**src/hw/rtl/doubly_linked_list_manager_macros.svh**
```systemverilog
// Assertion macros for the list manager
`ifndef DOUBLY_LINKED_LIST_MANAGER_MACROS_SVH
`define DOUBLY_LINKED_LIST_MANAGER_MACROS_SVH

// Checked only while out of reset
`define DLLM_ASSERT(lbl, clk, rst_n, prop, msg) \
    lbl: assert property (@(posedge clk) disable iff (!rst_n) prop) else $error(msg);

// Checked at every edge, reset included
`define DLLM_ASSERT_ALWAYS(lbl, clk, prop, msg) \
    lbl: assert property (@(posedge clk) prop) else $error(msg);

`endif

```
**src/hw/rtl/dllm_pkg.sv**
```systemverilog
`timescale 1ns / 1ps
`default_nettype none

package dllm_pkg;

    localparam int NODE_W = 8;
    localparam int PTR_W  = 9;
    localparam int CNT_W  = 9;
    localparam int LIST_W = 2;
    localparam int LISTS  = 4;
    localparam int NODES  = 256;

    localparam logic [PTR_W-1:0] PTR_NONE = 9'd256;
    localparam logic [CNT_W-1:0] CNT_MAX  = 9'd511;

    localparam logic [3:0] OP_CLEAR        = 4'd0;
    localparam logic [3:0] OP_INS_HEAD     = 4'd1;
    localparam logic [3:0] OP_INS_TAIL     = 4'd2;
    localparam logic [3:0] OP_INS_AFTER    = 4'd3;
    localparam logic [3:0] OP_INS_BEFORE   = 4'd4;
    localparam logic [3:0] OP_POP_HEAD     = 4'd5;
    localparam logic [3:0] OP_POP_TAIL     = 4'd6;
    localparam logic [3:0] OP_REMOVE       = 4'd7;
    localparam logic [3:0] OP_SPLICE_FRONT = 4'd8;
    localparam logic [3:0] OP_SPLICE_BACK  = 4'd9;

    localparam logic [1:0] STS_OK    = 2'd0;
    localparam logic [1:0] STS_LIMIT = 2'd1;
    localparam logic [1:0] STS_EMPTY = 2'd2;

    typedef struct packed {
        logic [3:0]        op;
        logic [LIST_W-1:0] list_id;
        logic [NODE_W-1:0] node_id;
        logic [NODE_W-1:0] ref_node;
        logic [LIST_W-1:0] src_list;
    } t_req;

    typedef struct packed {
        logic [1:0]        status;
        logic [NODE_W-1:0] popped_node;
        logic [CNT_W-1:0]  list_count;
    } t_rsp;

    typedef enum logic [2:0] {
        S_IDLE,
        S_READ,
        S_WR1,
        S_WR2,
        S_RESP
    } t_state;

    typedef struct packed {
        logic load;
        logic rd;
        logic wr1;
        logic wr2;
        logic rsp_load;
    } t_cmd;

    typedef struct packed {
        logic need_read;
    } t_stat;

endpackage

`default_nettype wire

```
**src/hw/rtl/dllm_ctrl.sv**
```systemverilog
`timescale 1ns / 1ps
`default_nettype none

`include "doubly_linked_list_manager_macros.svh"

module dllm_ctrl (
    input  wire logic            i_clk,
    input  wire logic            i_rst_n,
    input  wire logic            i_req_valid,
    output logic                 o_req_ready,
    output logic                 o_rsp_valid,
    input  wire logic            i_rsp_ready,
    input  wire dllm_pkg::t_stat i_stat,
    output dllm_pkg::t_cmd       o_cmd
);

    dllm_pkg::t_state r_state;
    dllm_pkg::t_state n_state;
    logic             r_rsp_valid;
    logic             n_rsp_valid;
    logic             rsp_free;

    assign rsp_free = !r_rsp_valid || i_rsp_ready;

    always_comb begin
        n_state = r_state;
        unique case (r_state)
            dllm_pkg::S_IDLE: begin
                if (i_req_valid) begin
                    n_state = i_stat.need_read ? dllm_pkg::S_READ : dllm_pkg::S_WR1;
                end
            end
            dllm_pkg::S_READ: n_state = dllm_pkg::S_WR1;
            dllm_pkg::S_WR1:  n_state = dllm_pkg::S_WR2;
            dllm_pkg::S_WR2:  n_state = dllm_pkg::S_RESP;
            dllm_pkg::S_RESP: begin
                if (rsp_free) n_state = dllm_pkg::S_IDLE;
            end
            default: n_state = dllm_pkg::S_IDLE;
        endcase
    end

    always_comb begin
        o_cmd       = '0;
        o_req_ready = 1'b0;
        unique case (r_state)
            dllm_pkg::S_IDLE: begin
                o_req_ready = 1'b1;
                o_cmd.load  = i_req_valid;
            end
            dllm_pkg::S_READ: o_cmd.rd  = 1'b1;
            dllm_pkg::S_WR1:  o_cmd.wr1 = 1'b1;
            dllm_pkg::S_WR2:  o_cmd.wr2 = 1'b1;
            dllm_pkg::S_RESP: o_cmd.rsp_load = rsp_free;
            default: begin
            end
        endcase
    end

    always_comb begin
        n_rsp_valid = r_rsp_valid;
        if (o_cmd.rsp_load) begin
            n_rsp_valid = 1'b1;
        end else if (i_rsp_ready) begin
            n_rsp_valid = 1'b0;
        end
    end

    assign o_rsp_valid = r_rsp_valid;

    always_ff @(posedge i_clk) begin
        if (!i_rst_n) begin
            r_state     <= dllm_pkg::S_IDLE;
            r_rsp_valid <= 1'b0;
        end else begin
            r_state     <= n_state;
            r_rsp_valid <= n_rsp_valid;
        end
    end

    `DLLM_ASSERT(a_accept_path, i_clk, i_rst_n, i_req_valid && o_req_ready |=> (r_state == dllm_pkg::S_READ || r_state == dllm_pkg::S_WR1), "request did not start work")
    `DLLM_ASSERT(a_read_then_write, i_clk, i_rst_n, r_state == dllm_pkg::S_READ |=> r_state == dllm_pkg::S_WR1, "read not followed by write")
    `DLLM_ASSERT(a_no_overwrite, i_clk, i_rst_n, o_cmd.rsp_load |-> (!r_rsp_valid || i_rsp_ready), "pending result overwritten")
    `DLLM_ASSERT_ALWAYS(a_one_phase, i_clk, $onehot0({o_cmd.load, o_cmd.rd, o_cmd.wr1, o_cmd.wr2, o_cmd.rsp_load}), "overlapping commands")

endmodule

`default_nettype wire

```
**config.mk**
```make
export PLATFORM = sky130hd
export DESIGN_NAME = dllm_ctrl
export DESIGN_NICKNAME = d
export VERILOG_FILES = /design/src/hw/rtl/dllm_pkg.sv /design/src/hw/rtl/dllm_ctrl.sv
export VERILOG_INCLUDE_DIRS = /design/src /design/src/hw/rtl
export SDC_FILE = /design/constraint.sdc
export NUM_CORES = 1
export LEC_CHECK = 0
export ABC_AREA = 1
export CELL_PAD_IN_SITES_DETAIL_PLACEMENT = 1
export CELL_PAD_IN_SITES_GLOBAL_PLACEMENT = 2
export CORE_AREA = 2 2 39 41
export CTS_CLUSTER_SIZE = 14
export DETAILED_ROUTE_END_ITERATION = 10
export DIE_AREA = 0 0 41 43
export DONT_BUFFER_PORTS = 1
export PLACE_DENSITY = 0.57
export SETUP_SLACK_MARGIN = 0.05
export SLEW_MARGIN = 30
export SYNTH_ARGS = -nofsm -noshare
export SYNTH_HDL_FRONTEND = slang
export SYNTH_SLANG_ARGS = --single-unit
```
**constraint.sdc**
```tcl
create_clock -name i_clk -period 1.2 [get_ports i_clk]
set_input_delay 0 -clock i_clk [delete_from_list [all_inputs] [get_ports i_clk]]
set_output_delay 0 -clock i_clk [all_outputs]
set_load 0.02 [all_outputs]
```
# Word level (Yosys, flattened, before mapping)
# Index checks and enable logic that the tools add are counted.
# totals
romBits,0
latch_bits,0
output_inout_bits,7
memories,0
word_cells,25
ramBits,0
reg_bits,4
# op_classes
n_lt_le_gt_ge,0
n_eq_ne,6
n_mux,12
mul,0
shifts,0
div_mod_pow,0
bitwise_logic,0
reduce_logical,5
n_addsub,0
# op_table
operator,n
$pmux W3 S5,1
$mux W1,8
$eq A3 B2 Y1 const B,2
$mux W3,2
$ne A2 B2 Y1 const B,2
$eq A3 B1 Y1 const B,1
$eq A3 B3 Y1 const B,1
$logic_not A3 Y1,1
$mux W2,1
$reduce_and A2 Y1,1
$reduce_bool A2 Y1,1
$logic_not A1 Y1,1
$logic_or A1 B1 Y1,1

# Longest topological paths before layout
# Gate-level depths: netlist of the first run.
# depth
word_depth,4
depth_mapped,5
depth_no_buf,5

# Worst setup path before layout of the first run
# OpenSTA, ideal clock, no wires.
# synth_timing
kind,register -> register
start,"register r_rsp_valid, in the netlist o_rsp_valid"
end,"register r_rsp_valid, in the netlist o_rsp_valid"
t_arrival_ns,0.814
n_path_buf,0
required_ns,1.086
setup_slack_ns,0.272
path_stages_with_launch,6
period_less_slack_ns,0.928
setup_ns,0.114
cell_sequence,dfxtp_1 -> inv_1 -> nor2_1 -> nor2_2 -> nor2_1 -> nor2_1
# synth_via
elab_chain_cells,4
word_cells_on_any_way,5
# synth_rtl
element,line_no,text
"start, declared",dllm_ctrl.sv:19,logic r_rsp_valid;
"start signal, assigned",dllm_ctrl.sv:77,r_rsp_valid <= n_rsp_valid;
$logic_not A1 Y1,dllm_ctrl.sv:23,assign rsp_free = !r_rsp_valid || i_rsp_ready;
$logic_or A1 B1 Y1,dllm_ctrl.sv:23,
$mux W1,dllm_ctrl.sv:46,unique case (r_state)
$mux W1,dllm_ctrl.sv:62,if (o_cmd.rsp_load) begin
via n_rsp_valid,dllm_ctrl.sv:20,logic n_rsp_valid;
# The timed path passes the listed nets, and every way through them passes these cells.
# A chain may end at the register's enable or synchronous reset.

==> results of run 1 <==
[report_power, final]
group          switching [mW]  internal, mW  leakage [nW]
sequential             0.0148         0.145        0.0330
clock                  0.0535         0.112        0.0138
combinational          0.0898        0.0452         0.114
total                   0.158         0.302         0.161
[cell type report]
cell class / instances / area [um2]
inverters: 11 / 41.3
multi-input cells: 21 / 113
clock buffers: 3 / 22.5
flip-flops and latches: 4 / 81.3
fillers: 191 / 1070
well taps: 16 / 20.0
repair buffers: 4 / 32.5
[worst min-delay path, delay by kind of cell]
| kind | cells | cell delay, ps |
|---|---|---|
| AND/OR/NAND/NOR | 2 | 120 |
| AO/OA/AOI/OAI | 1 | 60 |
[metal layers]
layer	routed length (um)	share of wire, %
met5	0	0
met4	0	0
met3	52	9.5
met2	263	48
met1	231	42
[path summary, 6_finish.rpt]
check,depth (start not counted),slack [ps],to,start
worst min register to register,2,540,r_state[2],r_state[2]
worst max register to register,5,250,r_state[0],r_state[2]
worst max-delay path,3,150,o_cmd[2],r_state[2]
worst min-delay path,3,3,r_state[2],i_rsp_ready
[flip-flops by register name, summed over array words and instances, names as in the netlist]
| register | flops |
|---|---|
| o_rsp_valid | 1 |
| r_state | 3 |
[cell usage in the layout, fill, tap and decap left out]
master	synthesis	routed
dfxtp_1	4	3
dfxtp_2	0	1
o21ai_1	1	1
clkbuf_4	0	3
dlygate4sd3_1	0	1
inv_2	1	1
nand2_1	3	3
a31oi_2	1	1
nand2_2	1	1
nor2_4	1	1
inv_1	10	10
nor2_2	1	2
nand3_1	6	6
nor2_1	6	5
a21oi_1	1	1
buf_4	2	3
[cell families (layout without fill, tap and decap cells)]
group           after synthesis  after routing  synth area share [%]
simple gates                 18             18                  35.5
buf+inv                      13             18                  22.8
flops                         4              4                  32.5
compound gates                3              3                  9.13
[what timing repair did]
| action | CTS | global route |
|---|---|---|
| setup endpoints to repair | 0 | 2 |
| hold endpoints to repair | 4 | 0 |
| hold buffers | 1 | 0 |
| buffers inserted | 0 | 1 |
| gates resized for setup | 0 | 2 |
[stage by stage]
step	instance area [um2]	setup slack, ps	power [mW]
after floorplan	246	272	0.266
after global placement	267	275	0.282
after detailed placement	267	240	0.284
after CTS	299	53.9	0.463
after global routing	310	52.3	0.504
final	310	154	0.460
==> results.md, run 1 <==
* Outcome: complete, no violations
* CTS tree: yes
* Starting Density at 17.8%
* Final WL at 547 um
* Num ports at 12
* First-pass GRT wire length at 883 um
* GR Util met1 at 9.94%
* Final-report hold violation count at 0
* CTS max path bufs at 2
* Slowest stage cell, crit path: dfxtp_1
* Cells after Synth at 38
* CP Data Arrival Time at 1050 ps
* Top-area cell type share of the netlist area at 32.5%
* Maximum vdd drop at 0.509 mV
* Critical Path End Type: output pin
* Number of vias per cell at 3.98
* Synthesized area at 246 um2
* DP HPWL at 477 um
* Most crowded layer after global routing: met1
* Vias in the first global route at 215
* MaxCap Viol Count at 0
* Leakage power at 0.161 nW
* CP top delay family: buffers and inverters
* Critical path peak fanout at 5
* Mapped Nets at 43
* Critical path class: register to output pin
* Slew headroom at 83.8%
* Netlist cell types at 13
* Crit path buf inv count at 2
* Reg clk slew, reported paths at 40 ps
* Commonest cells in the netlist: 10 x inv_1, 6 x nand3_1, 6 x nor2_1, 4 x dfxtp_1, 3 x nand2_1
* Clk_skew at 1.27 ps
* Layout Nets at 50
* Cells after DPL at 54
* Routing usage on met3 at 7.85%
* DIE WIDTH at 41 um
* Top cell by count, worst path: inv_1
* Crit share post-route at 87.1%
* Most numerous cell in the Yosys netlist: inv_1
* Final Non-Filler Cells at 59
* Post-synthesis sequential area ratio at 32.5%
* Ratio of cells with drive above 1 in the final layout at 30.2%
* DIE HEIGHT at 43 um
* Number of synthesized flops with an enable pin at 0
* Worst-path cell chain: inv_1 -> nand3_1 -> inv_1
* DR WL/cell at 9.27 um
* Clock sink count at 4
* Setup TNS at 0 ps
* Core outline area at 0.00138 mm2
* Final Max Slew Viols at 0
* Routability cong. at 0.727
* Async SR Flop Fraction at 0%
* Final min period at 1050 ps
* Met2 GRT Util at 9.69%
* Cts bufs inserted at 3
* Yosys warns at 0
* Main synth FF type: dfxtp_1
* Routed via count at 235
* Pin count of the biggest net entering global routing at 6
* RSZ-0062 raised after global routing: no
* Drt drc at 0
* Average cell area after synthesis at 6.49 um2
* Insertion delay to the later sink of the worst-skew pair at 230 ps
* Final ANT Viol Nets at 0
* Power Density at 1480 mW/mm2
* 1st-pass router iterations at 2
* Gr usage total at 8.02%
* Antenna cells at 0
* # rows at 14
* Count of final setup violators at 0
* Ranking of synthesized cells by area: dfxtp_1 32%, inv_1 15%, nand3_1 12%, nor2_1 9.1%, buf_4 6.1%
* DRT iter0 DRCs at 3
* Max Clock Freq at 956 MHz
* Worst setup SP type: register
* DIE AREA at 0.00176 mm2
* Post-layout util at 22.4%
* Crit path required time at 1200 ps
* Remaining global-route overflow at 0
* Seq cells post-synth at 4
* Synth area leader: dfxtp_1
* Port Buffer Count at 0
* Clock H-tree levels at 1
* Worst hold path class: primary input to register
* CP peak stage delay at 330 ps
* Pin slew with the least headroom to its limit at 243 ps
* Synthesis-to-finish area growth at 25.9%
* Clock Tree Root: clkbuf_4
* Hold_ws at 2.87 ps
* Initial antenna violation count at 0
Note: power is estimated with default switching activity, not from simulation.
==> run 2, diff against run 1 <==
--- a/config.mk
+++ b/config.mk
@@ -6,7 +6,6 @@
 export SDC_FILE = /design/constraint.sdc
 export NUM_CORES = 1
 export LEC_CHECK = 0
-export ABC_AREA = 1
 export CELL_PAD_IN_SITES_DETAIL_PLACEMENT = 1
 export CELL_PAD_IN_SITES_GLOBAL_PLACEMENT = 2
 export CORE_AREA = 2 2 39 41
@@ -14,7 +13,7 @@
 export DETAILED_ROUTE_END_ITERATION = 10
 export DIE_AREA = 0 0 41 43
 export DONT_BUFFER_PORTS = 1
-export PLACE_DENSITY = 0.57
+export PLACE_DENSITY = 0.5
 export SETUP_SLACK_MARGIN = 0.05
 export SLEW_MARGIN = 30
 export SYNTH_ARGS = -nofsm -noshare
==> results.md, run 2 <==
* DRT iter0 DRCs at 1 (-2)
* Final min period at 1200 ps (+159 ps)
* Reg power frac at 32.9% (-1.8 points)
* Worst setup SP type: register
* Pin slew with the least headroom to its limit at 176 ps (-67.1 ps)
* Mux cell area share after synthesis at 0% (unchanged)
* Setup TNS at -4.33 ps (-4.33 ps)
* Critical R2R Launch: r_state[1]
* CTS tree: yes
* Final Max Slew Viols at 0 (unchanged)
* Layout Nets at 46 (-8.0%)
* Cts bufs inserted at 3 (unchanged)
* Ratio of cells with drive above 1 in the final layout at 59.0% (+29 points)
* Netlist cell types at 15 (+2)
* Net Switching at 127 uW (-19%)
* WHS Path Cells at 1 (-2)
* Vias in the first global route at 242 (+13%)
* Outcome: finished with violations
* Yosys warns at 0 (unchanged)
* Compound-cell area share of the yosys netlist at 16.9% (+7.8 points)
* Async SR Flop Fraction at 0% (unchanged)
* Clock Tree Root: clkbuf_4
* Post-layout util at 28.8% (+6.4 points)
* DP HPWL at 407 um (-15%)
* Commonest cells in the netlist: 4 x dfxtp_1, 3 x nand2b_1
* Starting Density at 16.5% (-1.3 points)
* DR WL/cell at 10.3 um (+12%)
* Routability cong. at 0.590 (-19%)
* Drt drc at 0 (unchanged)
* Crit path required time at 1200 ps (about the same)
* Antenna cells at 0 (unchanged)
* 1st-pass router iterations at 3 (+1)
* Power Internal at 322 uW (+6.6%)
* Number of vias per cell at 4.05 (+1.8%)
* Most numerous cell in the Yosys netlist: dfxtp_1
* Routed via count at 223 (-5.1%)
* Most frequent cells in the layout: 10 x buf_4, 4 x dlygate4sd3_1, 3 x nand2b_1, 3 x clkbuf_4, 2 x dfxtp_4
* Worst hold path class: primary input to output pin
* Post-Layout Inst Area at 399 um2 (+29%)
* Critical path peak fanout at 3 (-2)
* Switch share at 28.4% (-6.0 points)
* Seq cells post-synth at 4 (unchanged)
* Largest reg by FF count: r_state
* Reg2reg path depth at 3 (-2)
* FF+latch area at 88.8 um2 (+9.2%)
* Hold path start: i_req_valid
* Main synth FF type: dfxtp_1
* Filler cells at 168 (-12%)
* Synthesized area at 229 um2 (-7.1%)
* Gr usage total at 8.64% (+0.62 points)
* Clk_skew at 0.561 ps (-0.713 ps)
* Num ports at 12 (unchanged)
* Max FFs per register at 3 (unchanged)
* CTS max path bufs at 2 (unchanged)
* Mapped Nets at 29 (-33%)
* Multi-input gate area at 153 um2 (+36%)
* Clock share of power at 37.6% (+1.7 points)
* Average cell area after synthesis at 9.54 um2 (+47%)
* Post-Synth XOR/XNOR Area at 0% (unchanged)
* Cells after Synth at 24 (-37%)
* Largest family of logic cells by synthesized area: simple AND/OR/NAND/NOR gates
* Count of final setup violators at 1 (+1)
* Most common cell after layout, fill and taps aside: buf_4
* Insertion delay to the later sink of the worst-skew pair at 240 ps (about the same)
* Cells after DPL at 44 (-19%)
* DIE AREA at 0.00176 mm2 (unchanged)
* R2R Setup Slk at 160 ps (-90 ps)
* Leakage power at 0.166 nW (+3.0%)
* Reg2reg end: o_rsp_valid
* Final ANT Viol Nets at 0 (unchanged)
* Min-Delay Endpoint: o_cmd[4]
* CP Data Arrival Time at 1200 ps (+150 ps)
* Critical path class: register to output pin
* Ranking of synthesized cells by area: dfxtp_1 35%, nand2b_1 8.2%, buf_4 6.6%, nor3b_1 6.6%, o2bb2ai_2 6.6%
* DIE WIDTH at 41 um (unchanged)
* Logic gate share of total power at 29.5% (+0.2 points)
* Core outline area at 0.00138 mm2 (unchanged)
* Setup ws final at -4.33 ps (-159 ps)
* Clock H-tree levels at 1 (unchanged)
* Synth area leader: dfxtp_1
* Pre-CTS setup slack at 116 ps (-124 ps)
* Maximum vdd drop at 0.361 mV (-29%)
* Post-synthesis sequential area ratio at 35.0% (+2.5 points)
* Max Clock Freq at 830 MHz (-13%)
* Slew headroom at 88.2% (+4.4 points)
* Power Density at 1130 mW/mm2 (-24%)
* Port Buffer Count at 0 (unchanged)
* Final Non-Filler Cells at 55 (-6.8%)
* Crit share post-route at 100% (+13 points)
* Synth Area in Simple Gates at 41.5% (+6.0 points)
* Synthesis-to-finish area growth at 74.3%
* DIE HEIGHT at 43 um (unchanged)
* # rows at 14 (unchanged)
* Initial antenna violation count at 0 (unchanged)
* Final WL at 569 um (+4.0%)
* Clock sink count at 4 (unchanged)
* Placement Cell Area at 284 um2 (+6.6%)
* Violations in the final reports: negative setup slack
* Pin count of the biggest net entering global routing at 7 (+1)
* Number of synthesized flops with an enable pin at 0 (unchanged)
* Final-report hold violation count at 0 (unchanged)
* Critical Path End Type: output pin
* Top-area cell type share of the netlist area at 35.0% (+2.5 points)
* Remaining global-route overflow at 0 (unchanged)
* RSZ-0062 raised after global routing: yes
* MaxCap Viol Count at 0 (unchanged)
* Reg clk slew, reported paths at 40 ps (about the same)
* First-pass GRT wire length at 931 um (+5.4%)
* Post-synthesis adder-cell area fraction at 0% (unchanged)
[run 2: logic make-up (layout without fill, tap and decap cells)]
| family | after synthesis | count (layout) |
|---|---|---|
| flops | 4 | 4 |
| simple gates | 14 | 14 |
| buf+inv | 2 | 17 |
| compound gates | 4 | 4 |
[run 2: stage by stage]
step / total power, mW / hold slack, ps
4_1_cts: 0.456 / 183
3_3_place_gp: 0.248 / 118
3_5_place_dp: 0.250 / 113
5_1_grt: 0.482 / 141
2_1_floorplan: 0.217 / 108
6_report: 0.449 / 140
[run 2: how the worst max path moves through the flow]
stage          startpoint  endpoint  slack [ps]  depth (start not counted)
2_1_floorplan  r_state[2]  o_cmd[0]         180                          3
3_3_place_gp   r_state[2]  o_cmd[0]         140                          3
6_report       r_state[1]  o_cmd[0]          -4                          3
3_5_place_dp   r_state[2]  o_cmd[0]         120                          3
4_1_cts        r_state[0]  o_cmd[0]         -10                          3
5_1_grt        r_state[1]  o_cmd[0]         -40                          3
[run 2: layout make-up]
type | instances | area share (%)
Clock buffer | 3 | 5.64
Multi-Input combinational cell | 18 | 38.2
Sequential cell | 4 | 22.3
Tap cell | 16 | 5.02
Timing Repair Buffer | 14 | 28.8
[run 2: critical path: stages, from the launching register on]
cell	delay, ps
dfxtp_2	320
or3b_4	390
nor2b_1	110
buf_4	140
[run 2: per-layer routing]
metal | share of wire, % | global-route usage [%] | wire (um)
met1 | 38 | 8.06 | 216
met2 | 55 | 11.3 | 314
met3 | 6.5 | 5.24 | 37
met4 | 0 | 10.0 | 0
met5 | 0 | 0 | 0
[run 2: power by group through the flow]
stage	clock (mW)	combinational (mW)	sequential (mW)
floorplan	0	0.0603	0.156
global placement	0	0.0935	0.154
detailed placement	0	0.0943	0.155
CTS	0.183	0.124	0.148
global route	0.189	0.143	0.149
finish	0.169	0.132	0.148
[run 2: timing repair]
action	CTS	global route
setup endpoints to repair	2	3
gates resized for setup	6	3
hold buffers	4	0
setup buffers	4	0
hold endpoints to repair	4	0
cloned	0	0
